## src/rtl/pfa_pkg.sv

```systemverilog
// Shared types and codes of the partition fit allocator.
// Item payload structs, request and fit mode codes, register indexes.
// No dependencies.
`timescale 1ns / 1ps
`default_nettype none

package pfa_pkg;

	localparam int unsigned INDEX_BITS = 4;
	localparam int unsigned FIELD_BITS = 16;
	localparam int unsigned CFG_DATA_BITS = 5;
	localparam int unsigned CFG_ADDR_BITS = 1;

	// request types
	localparam logic [1:0] REQ_LOAD  = 2'd0;
	localparam logic [1:0] REQ_ALLOC = 2'd1;
	localparam logic [1:0] REQ_CLEAR = 2'd2;

	// placement rules; the unused code behaves as first fit
	localparam logic [1:0] MODE_FIRST = 2'd0;
	localparam logic [1:0] MODE_BEST  = 2'd1;
	localparam logic [1:0] MODE_WORST = 2'd2;

	// configuration register indexes
	localparam logic [CFG_ADDR_BITS-1:0] REG_FIT_MODE    = 1'b0;
	localparam logic [CFG_ADDR_BITS-1:0] REG_BLOCK_COUNT = 1'b1;

	typedef struct packed {
		logic [1:0]            req_type;
		logic [INDEX_BITS-1:0] block_index;
		logic [FIELD_BITS-1:0] size;
	} in_item_t;

	typedef struct packed {
		logic                  granted;
		logic [INDEX_BITS-1:0] chosen_index;
		logic [FIELD_BITS-1:0] chosen_size;
		logic [FIELD_BITS-1:0] wastage;
	} out_item_t;

	// control from the sequencer to the scan unit
	typedef struct packed {
		logic       start;
		logic [1:0] mode;
	} scan_ctl_t;

	// status from the scan unit back to the sequencer
	typedef struct packed {
		logic done;
		logic found;
	} scan_sts_t;

endpackage

`default_nettype wire

```

## src/rtl/pfa_size_mem.sv

```systemverilog
// Partition size memory: one write port, one read port, registered read data.
// Stand-alone; no package use.
`timescale 1ns / 1ps
`default_nettype none

module pfa_size_mem #(
	parameter int unsigned DEPTH = 16,
	parameter int unsigned WIDTH = 16,
	parameter int unsigned AW    = 4
) (
	input  wire logic             clk,
	input  wire logic             we,
	input  wire logic [AW-1:0]    waddr,
	input  wire logic [WIDTH-1:0] wdata,
	input  wire logic             re,
	input  wire logic [AW-1:0]    raddr,
	output logic      [WIDTH-1:0] rdata
);

	logic [WIDTH-1:0] mem_q [DEPTH];

	always_ff @(posedge clk) begin
		if (we) begin
			mem_q[waddr] <= wdata;
		end
	end

	always_ff @(posedge clk) begin
		if (re) begin
			rdata <= mem_q[raddr];
		end
	end

endmodule

`default_nettype wire

```

## src/rtl/pfa_scan.sv

```systemverilog
// Scan unit: walks the size memory one entry a cycle with a single comparator
// and keeps the current pick. Depends on pfa_pkg.
`timescale 1ns / 1ps
`default_nettype none

module pfa_scan #(
	parameter int unsigned MAX_BLOCKS = 16,
	parameter int unsigned SIZE_WIDTH = 16,
	localparam int unsigned IDX_W = (MAX_BLOCKS > 1) ? $clog2(MAX_BLOCKS) : 1,
	localparam int unsigned CNT_W = $clog2(MAX_BLOCKS + 1)
) (
	input  wire logic                  clk,
	input  wire logic                  arst_n,
	input  wire pfa_pkg::scan_ctl_t    ctl,
	input  wire logic [CNT_W-1:0]      count,
	input  wire logic [SIZE_WIDTH-1:0] req,
	input  wire logic [MAX_BLOCKS-1:0] marks,
	output logic                       rd_en,
	output logic      [IDX_W-1:0]      rd_addr,
	input  wire logic [SIZE_WIDTH-1:0] rd_data,
	output pfa_pkg::scan_sts_t         sts,
	output logic      [IDX_W-1:0]      pick_idx,
	output logic      [SIZE_WIDTH-1:0] pick_size,
	output logic      [SIZE_WIDTH-1:0] best
);

	logic                  busy_q;
	logic [CNT_W-1:0]      rd_idx_q;
	logic [CNT_W-1:0]      cnt_q;
	logic [SIZE_WIDTH-1:0] req_q;
	logic [1:0]            mode_q;
	logic                  cmp_vld_s1;
	logic [IDX_W-1:0]      cmp_idx_s1;
	logic                  found_q;
	logic [IDX_W-1:0]      pick_q;
	logic [SIZE_WIDTH-1:0] pick_size_q;
	logic [SIZE_WIDTH-1:0] best_q;

	logic                  more;
	logic                  done;
	logic                  elig;
	logic [SIZE_WIDTH-1:0] waste;
	logic                  take;

	assign more    = rd_idx_q < cnt_q;
	assign rd_en   = busy_q && more;
	assign rd_addr = rd_idx_q[IDX_W-1:0];
	assign done    = busy_q && !more && !cmp_vld_s1;

	always_comb begin
		elig  = !marks[cmp_idx_s1] && (rd_data >= req_q);
		waste = rd_data - req_q;
		take  = cmp_vld_s1 && elig &&
			(!found_q ||
			 (mode_q == pfa_pkg::MODE_BEST && waste < best_q) ||
			 (mode_q == pfa_pkg::MODE_WORST && waste > best_q));
	end

	always_ff @(posedge clk or negedge arst_n) begin
		if (!arst_n) begin
			busy_q     <= 1'b0;
			rd_idx_q   <= '0;
			cmp_vld_s1 <= 1'b0;
			found_q    <= 1'b0;
		end else if (ctl.start) begin
			busy_q     <= 1'b1;
			rd_idx_q   <= '0;
			cmp_vld_s1 <= 1'b0;
			found_q    <= 1'b0;
		end else begin
			cmp_vld_s1 <= rd_en;
			if (rd_en) begin
				rd_idx_q <= rd_idx_q + 1'b1;
			end
			if (done) begin
				busy_q <= 1'b0;
			end
			if (take) begin
				found_q <= 1'b1;
			end
		end
	end

	always_ff @(posedge clk) begin
		if (ctl.start) begin
			cnt_q  <= count;
			req_q  <= req;
			mode_q <= ctl.mode;
		end
		if (rd_en) begin
			cmp_idx_s1 <= rd_addr;
		end
		if (take) begin
			pick_q      <= cmp_idx_s1;
			pick_size_q <= rd_data;
			best_q      <= waste;
		end
	end

	assign sts.done   = done;
	assign sts.found  = found_q;
	assign pick_idx   = pick_q;
	assign pick_size  = pick_size_q;
	assign best       = best_q;

	a_start_busy: assert property (@(posedge clk) disable iff (!arst_n)
		ctl.start |=> busy_q)
		else $error("scan did not start");

	a_done_idle: assert property (@(posedge clk) disable iff (!arst_n)
		done && !ctl.start |=> !busy_q)
		else $error("scan still busy after done");

	a_cmp_in_scan: assert property (@(posedge clk) disable iff (!arst_n)
		cmp_vld_s1 |-> busy_q)
		else $error("compare outside of a scan");

	a_pick_consistent: assert property (@(posedge clk) disable iff (!arst_n)
		found_q && !$past(ctl.start) |-> pick_size_q - req_q == best_q)
		else $error("pick size and wastage disagree");

endmodule

`default_nettype wire

```

## src/rtl/partition_fit_allocator.sv

```systemverilog
// Fixed partition allocator with first, best and worst fit placement.
// Channels: in (in_valid/in_ready/in_data) carries load, allocate and clear
// items; out (out_valid/out_ready/out_data) returns one result per allocate.
// Configuration: cfg_we/cfg_addr/cfg_wdata writes fit_mode (index 0) and
// block_count (index 1) in the cycle that cfg_we is high; write only when idle.
// Load and clear items are done on acceptance and leave the sequencer idle. An
// allocate item scans the first n entries of the partition size memory one entry
// a cycle through a single comparator, n being min(block_count, MAX_BLOCKS);
// the memory read port sets that pace. No item is taken during the scan.
// The result is registered as valid when the sequencer leaves its done state.
// The result sits in an output register; a new item is taken while it waits.
// When the receiver stalls and an allocate finishes with the register still
// full, the sequencer holds the result and takes no item until it drains.
// Reset clears all taken marks, both registers and the channel state;
// partition sizes stay undefined until loaded. Depends on pfa_pkg, pfa_scan, pfa_size_mem.
`timescale 1ns / 1ps
`default_nettype none

module partition_fit_allocator #(
	parameter int unsigned MAX_BLOCKS = 16,
	parameter int unsigned SIZE_WIDTH = 16
) (
	input  wire logic                                   clk,
	input  wire logic                                   arst_n,
	input  wire logic                                   in_valid,
	output logic                                        in_ready,
	input  wire pfa_pkg::in_item_t                      in_data,
	output logic                                        out_valid,
	input  wire logic                                   out_ready,
	output pfa_pkg::out_item_t                          out_data,
	input  wire logic                                   cfg_we,
	input  wire logic [pfa_pkg::CFG_ADDR_BITS-1:0]      cfg_addr,
	input  wire logic [pfa_pkg::CFG_DATA_BITS-1:0]      cfg_wdata
);

	localparam int unsigned IDX_W = (MAX_BLOCKS > 1) ? $clog2(MAX_BLOCKS) : 1;
	localparam int unsigned CNT_W = $clog2(MAX_BLOCKS + 1);

	typedef enum logic [2:0] {
		ST_IDLE = 3'b001,
		ST_SCAN = 3'b010,
		ST_DONE = 3'b100
	} state_t;

	state_t                  st_q;
	logic [1:0]              fit_mode_q;
	logic [4:0]              block_count_q;
	logic [MAX_BLOCKS-1:0]   marks_q;
	logic                    out_valid_q;
	pfa_pkg::out_item_t      out_data_q;

	logic                    accept;
	logic                    fire;
	logic                    load_we;
	logic [CNT_W-1:0]        live_cnt;
	pfa_pkg::scan_ctl_t      scan_ctl;
	pfa_pkg::scan_sts_t      scan_sts;
	logic                    rd_en;
	logic [IDX_W-1:0]        rd_addr;
	logic [SIZE_WIDTH-1:0]   rd_data;
	logic [IDX_W-1:0]        pick_idx;
	logic [SIZE_WIDTH-1:0]   pick_size;
	logic [SIZE_WIDTH-1:0]   best;

	assign in_ready  = (st_q == ST_IDLE);
	assign accept    = in_valid && in_ready;
	assign fire      = (st_q == ST_DONE) && (!out_valid_q || out_ready);
	assign out_valid = out_valid_q;
	assign out_data  = out_data_q;

	assign load_we = accept && (in_data.req_type == pfa_pkg::REQ_LOAD) &&
		(32'(in_data.block_index) < MAX_BLOCKS);

	always_comb begin
		if (32'(block_count_q) > MAX_BLOCKS) begin
			live_cnt = CNT_W'(MAX_BLOCKS);
		end else begin
			live_cnt = CNT_W'(block_count_q);
		end
		scan_ctl.start = accept && (in_data.req_type == pfa_pkg::REQ_ALLOC);
		scan_ctl.mode  = fit_mode_q;
	end

	pfa_size_mem #(
		.DEPTH (MAX_BLOCKS),
		.WIDTH (SIZE_WIDTH),
		.AW    (IDX_W)
	) u_size_mem (
		.clk   (clk),
		.we    (load_we),
		.waddr (IDX_W'(in_data.block_index)),
		.wdata (SIZE_WIDTH'(in_data.size)),
		.re    (rd_en),
		.raddr (rd_addr),
		.rdata (rd_data)
	);

	pfa_scan #(
		.MAX_BLOCKS (MAX_BLOCKS),
		.SIZE_WIDTH (SIZE_WIDTH)
	) u_scan (
		.clk       (clk),
		.arst_n    (arst_n),
		.ctl       (scan_ctl),
		.count     (live_cnt),
		.req       (SIZE_WIDTH'(in_data.size)),
		.marks     (marks_q),
		.rd_en     (rd_en),
		.rd_addr   (rd_addr),
		.rd_data   (rd_data),
		.sts       (scan_sts),
		.pick_idx  (pick_idx),
		.pick_size (pick_size),
		.best      (best)
	);

	always_ff @(posedge clk or negedge arst_n) begin
		if (!arst_n) begin
			fit_mode_q    <= pfa_pkg::MODE_FIRST;
			block_count_q <= '0;
		end else if (cfg_we) begin
			case (cfg_addr)
				pfa_pkg::REG_FIT_MODE: begin
					fit_mode_q <= cfg_wdata[1:0];
				end
				pfa_pkg::REG_BLOCK_COUNT: begin
					block_count_q <= cfg_wdata;
				end
				default: begin
				end
			endcase
		end
	end

	always_ff @(posedge clk or negedge arst_n) begin
		if (!arst_n) begin
			st_q        <= ST_IDLE;
			marks_q     <= '0;
			out_valid_q <= 1'b0;
		end else begin
			case (st_q)
				ST_IDLE: begin
					if (accept) begin
						case (in_data.req_type)
							pfa_pkg::REQ_ALLOC: begin
								st_q <= ST_SCAN;
							end
							pfa_pkg::REQ_CLEAR: begin
								marks_q <= '0;
							end
							default: begin
							end
						endcase
					end
				end
				ST_SCAN: begin
					if (scan_sts.done) begin
						st_q <= ST_DONE;
					end
				end
				ST_DONE: begin
					// hold until the output register frees up
					if (fire) begin
						st_q <= ST_IDLE;
						if (scan_sts.found) begin
							marks_q[pick_idx] <= 1'b1;
						end
					end
				end
				default: begin
					st_q <= ST_IDLE;
				end
			endcase
			if (fire) begin
				out_valid_q <= 1'b1;
			end else if (out_ready) begin
				out_valid_q <= 1'b0;
			end
		end
	end

	always_ff @(posedge clk) begin
		if (fire) begin
			out_data_q.granted <= scan_sts.found;
			if (scan_sts.found) begin
				out_data_q.chosen_index <= pfa_pkg::INDEX_BITS'(pick_idx);
				out_data_q.chosen_size  <= pfa_pkg::FIELD_BITS'(pick_size);
				out_data_q.wastage      <= pfa_pkg::FIELD_BITS'(best);
			end else begin
				out_data_q.chosen_index <= '0;
				out_data_q.chosen_size  <= '0;
				out_data_q.wastage      <= '0;
			end
		end
	end

endmodule

`default_nettype wire

```

## config.mk

```make
export PLATFORM = sky130hd
export DESIGN_NAME = partition_fit_allocator
export DESIGN_NICKNAME = d
export VERILOG_FILES = /design/src/rtl/pfa_pkg.sv /design/src/rtl/pfa_size_mem.sv /design/src/rtl/pfa_scan.sv /design/src/rtl/partition_fit_allocator.sv
export SDC_FILE = /design/constraint.sdc
export NUM_CORES = 1
export LEC_CHECK = 0
export ABC_AREA = 1
export BUFFER_PORTS_ARGS = -buffer_cell sky130_fd_sc_hd__clkbuf_2
export CAP_MARGIN = 5
export CORE_MARGIN = 2
export CORE_UTILIZATION = 55
export DETAILED_ROUTE_END_ITERATION = 16
export GPL_TIMING_DRIVEN = 1
export PLACE_DENSITY = 0.84
export SYNTH_ARGS = -nofsm -noshare
export SYNTH_HDL_FRONTEND = slang
export SYNTH_SLANG_ARGS = --single-unit
```

## constraint.sdc

```tcl
create_clock -name clk -period 4.8 [get_ports clk]
set_clock_uncertainty 0.15 [all_clocks]
set_input_delay 0.24 -clock clk [delete_from_list [all_inputs] [get_ports clk]]
set_output_delay 0.24 -clock clk [all_outputs]
set_load 0.01 [all_outputs]
```

==> impl_metrics.ini, run 1 <==
[yosys]
synth_enable_flop_cells = 372
synth_most_common_cell = sky130_fd_sc_hd__edfxtp_1
number_of_register_bits_inferred_by_synthesis = 407
ys_top_cells_by_count = sky130_fd_sc_hd__edfxtp_1 (372), sky130_fd_sc_hd__nor2_1 (230), sky130_fd_sc_hd__nand2_1 (171), sky130_fd_sc_hd__inv_1 (148), sky130_fd_sc_hd__o21ai_0 (116)
syn_avg_cell_area_um2 = 12.2
synthesis.instances = 1402
synth.top_cell.area_share_pct = 65.5
synth_nets = 1473
yosys_synthesis_warning_count = 0
synth.largest_area_cell = sky130_fd_sc_hd__edfxtp_1
netlist_top_cells_area = sky130_fd_sc_hd__edfxtp_1 (65%), sky130_fd_sc_hd__nor2_1 (5.1%), sky130_fd_sc_hd__dfrtp_1 (5.0%)
synth_flop_cell = sky130_fd_sc_hd__edfxtp_1
synth_async_sr_flop_share_pct = 8.60
synth.distinct_cells = 40
register_area_share_after_synthesis_pct = 70.6
synthesis.area_mm2 = 0.0171

[timing]
timing.final.max_slew_violations = 0
min_period_ps = 3980
timing.setup.tns_ps = 0
holdWs_ps = 15.6
rsz0062_at_grt = false
post_route_fraction_of_the_period_consumed_by_the_critical_path_pct = 82.8
worst_slew_pin_slew_ps = 1000
final_hold_viol_count = 0
achievable-frequency_mhz = 252
slew_headroom_pct = 32.9
timing.final.setup_violations = 0

[die]
design.die.area_mm2 = 0.0324
io_pins = 72
fp-row-count = 64
initial_core_util_pct = 55.8
floorplan.die.height_um = 180
die_w_um = 180
core_area_mm2 = 0.0306

[critical_path]
timing.rr.start = u_size_mem.rdata[2]
crit_type = flip-flop to flip-flop
cp-end-kind = flip-flop
cp-start-kind = flip-flop
critPathRequiredTime_ps = 4900
critPathLaunch = u_size_mem.rdata[2]
max_fo_critical_path = 20
worst_ep_arrival_time_ps = 4080
rr_worst_depth = 16

[final_layout]
area.growth.synth_to_final_pct = 14.2
finish.net_count = 1582
share_of_final_layout_standard_cells_stronger_than_drive_strength_1_pct = 11.6
n_antenna_cell = 0

[clocking]
cts_inserted_buffers = 41
clockRootBuffer = sky130_fd_sc_hd__clkbuf_16
ctsLongestPathBuffers = 3
cts_tree = done
cts-resized-gates = 0
clk_pin_slew_worst_paths_ps = 60
clock_sink_total = 407
cts_htree_levels = 2
insertion_delay_ps = 570

[routing]
vias = 11100
first_pass_iters = 5
detail_route.drc_violations = 0
first_iter_violations = 1209
wl_per_cell_um = 18.4
vias_per_cell = 5.70
final_antenna_net_count = 0
routed_wl_mm = 35.7

[min_path]
min-delay-path-class = input port to flip-flop
min_path_cells = 1
hold_start = in_data[3]

[global_routing]
grt_antenna_before_repair = 0
wire_length_of_the_first_global_routing_pass_mm = 56.3
gr-usage-all-layers_pct = 21.8
first_global_vias = 10900
grt_start_max_net_pins = 90
grt_remaining_overflow = 0

[placement]
routabilityCongestion = 0.917
placement.io_buffers = 71
post-dp-hpwl_mm = 22.2

[power]
vdd_drop_max_v = 0.000356
p_leak_nw = 7.51
power_mw = 10.9
power_density_mw_per_mm2 = 562

[run_status]
status = finished, final reports clean

[flow_run]
maxCapViolCount = 0
-- worst max-delay path, stage by stage (launching register included) --
cell and delay [ps]:
sky130_fd_sc_hd__edfxtp_1 410, sky130_fd_sc_hd__ha_1 400, sky130_fd_sc_hd__nand2_1 100, sky130_fd_sc_hd__nand2_1 60, sky130_fd_sc_hd__a31oi_1 270, sky130_fd_sc_hd__o21ai_0 240
sky130_fd_sc_hd__a21oi_1 210, sky130_fd_sc_hd__xor2_1 230, sky130_fd_sc_hd__ha_1 280, sky130_fd_sc_hd__a21oi_1 140, sky130_fd_sc_hd__o21ai_0 90, sky130_fd_sc_hd__a21oi_1 200
sky130_fd_sc_hd__nand3_1 100, sky130_fd_sc_hd__nand2_1 70, sky130_fd_sc_hd__nor2_1 70, sky130_fd_sc_hd__nor2_4 420, sky130_fd_sc_hd__buf_12 240
-- report_power, final --
group / internal, mW / total, mW / switching, mW / leakage [nW]
Clock: 1.81 / 3.17 / 1.36 / 0.661
Sequential: 4.35 / 4.62 / 0.271 / 3.82
Combinational: 1.05 / 3.15 / 2.10 / 3.03
Total: 7.21 / 10.9 / 3.74 / 7.51
-- state kept, by name, indices dropped and copies added (netlist names) --
| name | cells |
|---|---|
| u_scan.cnt_q | 5 |
| u_scan.cmp_vld_s1 | 1 |
| u_scan.best | 16 |
| fit_mode_q | 2 |
| out_data | 37 |
| u_scan.req_q | 16 |
| st_q | 3 |
| u_scan.rd_idx_q | 5 |
| u_scan.found_q | 1 |
| out_valid | 1 |
| u_scan.pick_size | 16 |
| marks_q | 16 |
| u_scan.pick_idx | 4 |
| u_scan.mode_q | 2 |
| u_size_mem.rdata | 16 |
| u_scan.busy_q | 1 |
| u_size_mem.mem_q | 256 |
| u_scan.cmp_idx_s1 | 4 |
| block_count_q | 5 |
-- worst paths after layout --
check / end / slack (ps)
min in group asynchronous: out_valid / 210
setup reg to reg: u_scan.pick_idx[2] / 820
hold / removal: u_size_mem.mem_q[5][3] / 20
max in group asynchronous: u_scan.rd_idx_q[0] / 3620
setup / recovery: u_scan.pick_idx[2] / 820
hold reg to reg: u_scan.cnt_q[4] / 300
-- placed cells by master (no fill, tap or decap), types with 37 or more instances in the layout --
master	instances
sky130_fd_sc_hd__nand2_1	171
sky130_fd_sc_hd__clkbuf_16	41
sky130_fd_sc_hd__edfxtp_1	372
sky130_fd_sc_hd__nand3_1	50
sky130_fd_sc_hd__a21oi_1	38
sky130_fd_sc_hd__o21ai_0	116
sky130_fd_sc_hd__clkbuf_2	71
sky130_fd_sc_hd__inv_1	148
sky130_fd_sc_hd__ha_1	37
sky130_fd_sc_hd__nor2_1	228
-- stage by stage --
step / setup slack (ps) / cells / util, % / instance area, um^2
final: 824 / 1940 / 63.7 / 19500
after global routing: 495 / 1940 / 63.7 / 19500
after CTS: 840 / 1940 / 63.7 / 19500
after detailed placement: 854 / 1837 / 58.4 / 17900
after global placement: 1020 / 1837 / 58.4 / 17900
after floorplan: 272 / 1402 / - / 17100
-- area by class of cell --
type | count | area (um^2)
clock buffers | 45 | 1040
clock inverters | 31 | 308
fillers | 2174 | 11100
inverters | 151 | 568
multi-input cells | 787 | 4170
flip-flops and latches | 407 | 12100
well taps | 396 | 495
repair buffers | 123 | 838
-- per-layer routing --
layer	global-route usage, %	wire length, um
met1	28.4	14200
met2	36.3	17500
met4	9.52	1320
met3	3.88	2720
met5	0	0
-- cells by family (layout without fill, tap and decap cells) --
group	after synthesis	after routing	share of synthesized area, %
adder cells (fa/ha/maj)	38	38	2.83
AO/OA/AOI/OAI	243	243	8.82
XOR/XNOR	13	13	0.668
multiplexers	8	8	0.470
AND/OR/NAND/NOR	485	485	11.6
flip-flops	407	407	70.6
buffers and inverters	208	350	5.00
-- what timing repair did --
item / in CTS / in global routing
hold buffers: 27 / 0
buffers inserted: 0 / 0
endpoints found under the setup margin: 0 / 0
endpoints found under the hold margin: 179 / 0
Power figures use the tool's default switching activity.
==> run 2, diff against run 1 <==
--- a/config.mk
+++ b/config.mk
@@ -5,14 +5,14 @@
 export SDC_FILE = /design/constraint.sdc
 export NUM_CORES = 1
 export LEC_CHECK = 0
-export ABC_AREA = 1
+export ABC_AREA = 0
 export BUFFER_PORTS_ARGS = -buffer_cell sky130_fd_sc_hd__clkbuf_2
 export CAP_MARGIN = 5
 export CORE_MARGIN = 2
-export CORE_UTILIZATION = 55
+export CORE_UTILIZATION = 60
 export DETAILED_ROUTE_END_ITERATION = 16
 export GPL_TIMING_DRIVEN = 1
-export PLACE_DENSITY = 0.84
+export PLACE_DENSITY = 0.87
 export SYNTH_ARGS = -nofsm -noshare
 export SYNTH_HDL_FRONTEND = slang
 export SYNTH_SLANG_ARGS = --single-unit
==> constraint.sdc (replaced) <==
create_clock -name clk -period 3.7 [get_ports clk]
set_clock_uncertainty 0.15 [all_clocks]
set_input_delay 0.185 -clock clk [delete_from_list [all_inputs] [get_ports clk]]
set_output_delay 0.185 -clock clk [all_outputs]
set_load 0.01 [all_outputs]
==> impl_metrics.ini, run 2 <==
[run_status]
status = finished with violations
violations = setup timing

[routing]
wl_per_cell_um = 24.9
detail_route.drc_violations = 0
final_antenna_net_count = 0
routed_wl_mm = 36.7
first_iter_violations = 950
vias = 9131
first_pass_iters = 5
vias_per_cell = 6.18

[final_layout]
area.growth.synth_to_final_pct = 20.6
most-common-layout-cells = sky130_fd_sc_hd__edfxtp_1 (372), sky130_fd_sc_hd__buf_4 (90), sky130_fd_sc_hd__mux4_2 (85), sky130_fd_sc_hd__clkbuf_2 (71), sky130_fd_sc_hd__nor2_1 (51)
finish.net_count = 1176
share_of_final_layout_standard_cells_stronger_than_drive_strength_1_pct = 31.1
final.fill_count = 1486
multiInputGateArea_mm2 = 0.00419
most_frequent_standard_cell_in_the_layout_excluding_fill_and_tap_cells = sky130_fd_sc_hd__edfxtp_1
seqCellArea_mm2 = 0.0121
finalNonFillerCells = 1477
largest-register = u_size_mem.mem_q
flip_flop_count_of_the_largest_register_all_copies_and_words_added = 256

[timing]
timing.setup.tns_ps = -26670
timing.final.setup_violations = 36
min_period_ps = 4460
final.setup.worst_slack_ps = -763
final_hold_viol_count = 0
slew_headroom_pct = 39.5
rsz0062_at_grt = true
post_route_fraction_of_the_period_consumed_by_the_critical_path_pct = 121
worst_slew_pin_slew_ps = 907
timing.final.max_slew_violations = 0
achievable-frequency_mhz = 224

[min_path]
min_path_cells = 5
min-delay-path-class = input port to flip-flop

[critical_path]
cpMostUsedCell = sky130_fd_sc_hd__a2111oi_4
path_cells = ha_4 -> fa_2 -> nand2b_4 -> a2111oi_4 -> or3_4 -> a31oi_1 -> o21bai_1 -> xor2_1 -> ha_1 -> nand4_1 -> a211oi_2 -> a2111oi_4 -> or4bb_1 -> a31oi_4 -> buf_6 -> buf_12
flop_to_flop_setup_slack_ps = -760
worst-path-stages = 16
rr_worst_depth = 16
cp-start-kind = flip-flop
max_fo_critical_path = 14
cp_top_family = compound AO/OA/AOI/OAI gates
critPathRequiredTime_ps = 3790
worst_ep_arrival_time_ps = 4560
critical_path.max_stage_delay_ps = 540
critical_path_buf_inv_count = 2
crit_path_top_delay_cell = sky130_fd_sc_hd__or4bb_1
cp-end-kind = flip-flop
crit_type = flip-flop to flip-flop

[global_routing]
grt_remaining_overflow = 0
grt_start_max_net_pins = 69
grt_antenna_before_repair = 1
wire_length_of_the_first_global_routing_pass_mm = 55.7
gr-usage-all-layers_pct = 26.3
first_global_vias = 9605

[clocking]
cts_inserted_buffers = 40
insertion_delay_ps = 540
cts_htree_levels = 2
clockRootBuffer = sky130_fd_sc_hd__clkbuf_16
cts_tree = done
clk_pin_slew_worst_paths_ps = 60
clock_sink_total = 407
ctsLongestPathBuffers = 3

[yosys]
synth_flop_cell = sky130_fd_sc_hd__edfxtp_1
synthesis.instances = 888
synth.distinct_cells = 53
register_area_share_after_synthesis_pct = 73.5
netlist_top_cells_area = sky130_fd_sc_hd__edfxtp_1 (68%), sky130_fd_sc_hd__mux4_2 (12%), sky130_fd_sc_hd__dfrtp_1 (5.2%)
synth.top_cell.area_share_pct = 68.2
synth_enable_flop_cells = 372
yosys_synthesis_warning_count = 0
synth_most_common_cell = sky130_fd_sc_hd__edfxtp_1
ys_top_cells_by_count = sky130_fd_sc_hd__edfxtp_1 (372), sky130_fd_sc_hd__mux4_2 (85), sky130_fd_sc_hd__nor2_1 (53), sky130_fd_sc_hd__inv_1 (51)
synth_async_sr_flop_share_pct = 8.60
number_of_register_bits_inferred_by_synthesis = 407
synth_nets = 959
synthesis.area_mm2 = 0.0164
synth.largest_area_cell = sky130_fd_sc_hd__edfxtp_1
syn_avg_cell_area_um2 = 18.5

[die]
io_pins = 72
design.die.area_mm2 = 0.0287
fp-row-count = 60
initial_core_util_pct = 61.0
floorplan.die.height_um = 169
die_w_um = 169
core_area_mm2 = 0.0269

[power]
vdd_drop_max_v = 0.000486
p_leak_nw = 7.16
power_density_mw_per_mm2 = 760

[placement]
routabilityCongestion = 0.845
placed_cells_incl_taps = 1353
post-dp-hpwl_mm = 20.5
placement.io_buffers = 71

[flow_run]
maxCapViolCount = 0
[run 2: changes by cell type in the layout (fill, tap and decap cells not counted), sizes merged, moves of 11 or more]
cell | previous run | this run
nor2 | 231 | 55
nand2 | 173 | 26
o21ai | 118 | 7
inv | 150 | 52
mux4 | 0 | 85
buf | 25 | 99
nand3 | 50 | 14
o32ai | 32 | 0
o211ai | 26 | 1
and2 | 1 | 20
nand4 | 23 | 4
clkinv | 26 | 13
nor2b | 0 | 11
[run 2: timing repair]
action | CTS | global route
hold buffers | 34 | 0
setup endpoints to repair | 36 | 36
setup buffers | 9 | 7
resized for setup | 14 | 10
pin swaps | 9 | 7
hold endpoints to repair | 320 | 0
cloned | 2 | 0
[run 2: stage by stage]
stage / cell area (um^2) / setup slack [ps] / utilization, % / hold WS [ps] / power (mW)
2_1_floorplan: 16400 / -733 / - / -261 / 8.76
3_5_place_dp: 17800 / -673 / 66.3 / 186 / 10.3
6_report: 19800 / -763 / 73.5 / 47.6 / 15.0
3_3_place_gp: 17800 / -529 / 66.3 / 178 / 10.1
5_1_grt: 19800 / -960 / 73.5 / 62.1 / 15.6
4_1_cts: 19700 / -721 / 73.2 / 34.2 / 14.8
[run 2: metal layers]
metal / vias to the layer above / part of all wire [%] / track usage [%]
met1: 4613 / 37 / 33.3
met3: 90 / 6.9 / 4.38
met4: 0 / 3.5 / 9.85
met2: 497 / 53 / 46.2
met5: - / 0 / 0
li1: 3931 / - / -
[run 2: report_power, final]
part           switching [mW]  leakage (nW)  total [mW]  internal (mW)
sequential              0.359          3.84        6.06           5.70
combinational            2.40          2.67        4.76           2.36
clock                    1.68         0.655        4.19           2.51
[run 2: worst paths after layout]
path	from	to
min in group asynchronous	arst_n	fit_mode_q[1]
hold reg to reg	fit_mode_q[1]	u_scan.mode_q[1]
hold / removal	in_valid	st_q[1]
setup / recovery	u_scan.req_q[0]	u_scan.pick_size[6]
max in group asynchronous	arst_n	u_scan.rd_idx_q[0]
setup reg to reg	u_scan.req_q[0]	u_scan.pick_size[6]
[run 2: cell families after synthesis]
kind of cell / Yosys count / share of synthesized area (%)
DFF: 407 / 73.5
and+or+nand+nor: 169 / 5.23
muxes: 92 / 12.2
AOI/OAI and AO/OA: 85 / 3.39
buffers and inverters: 81 / 1.92
adders and majority gates: 38 / 2.95
xor gates and xnor gates: 16 / 0.855
[run 2: layout make-up]
type                    count  share of cell area (%)
well taps                 341                    2.16
flip-flops and latches    407                    61.0
multi-input cells         400                    21.2
clock buffers              50                    5.30
diodes                      1                  0.0127
clock inverters            22                    1.54
repair buffers            204                    7.80
inverters                  52                    1.00
[run 2: worst min-delay path: cells and delay by family]
| kind | cells | cell delay (ps) |
|---|---|---|
| compound gates | 2 | 170 |
| buf+inv | 1 | 90 |
| simple gates | 2 | 240 |
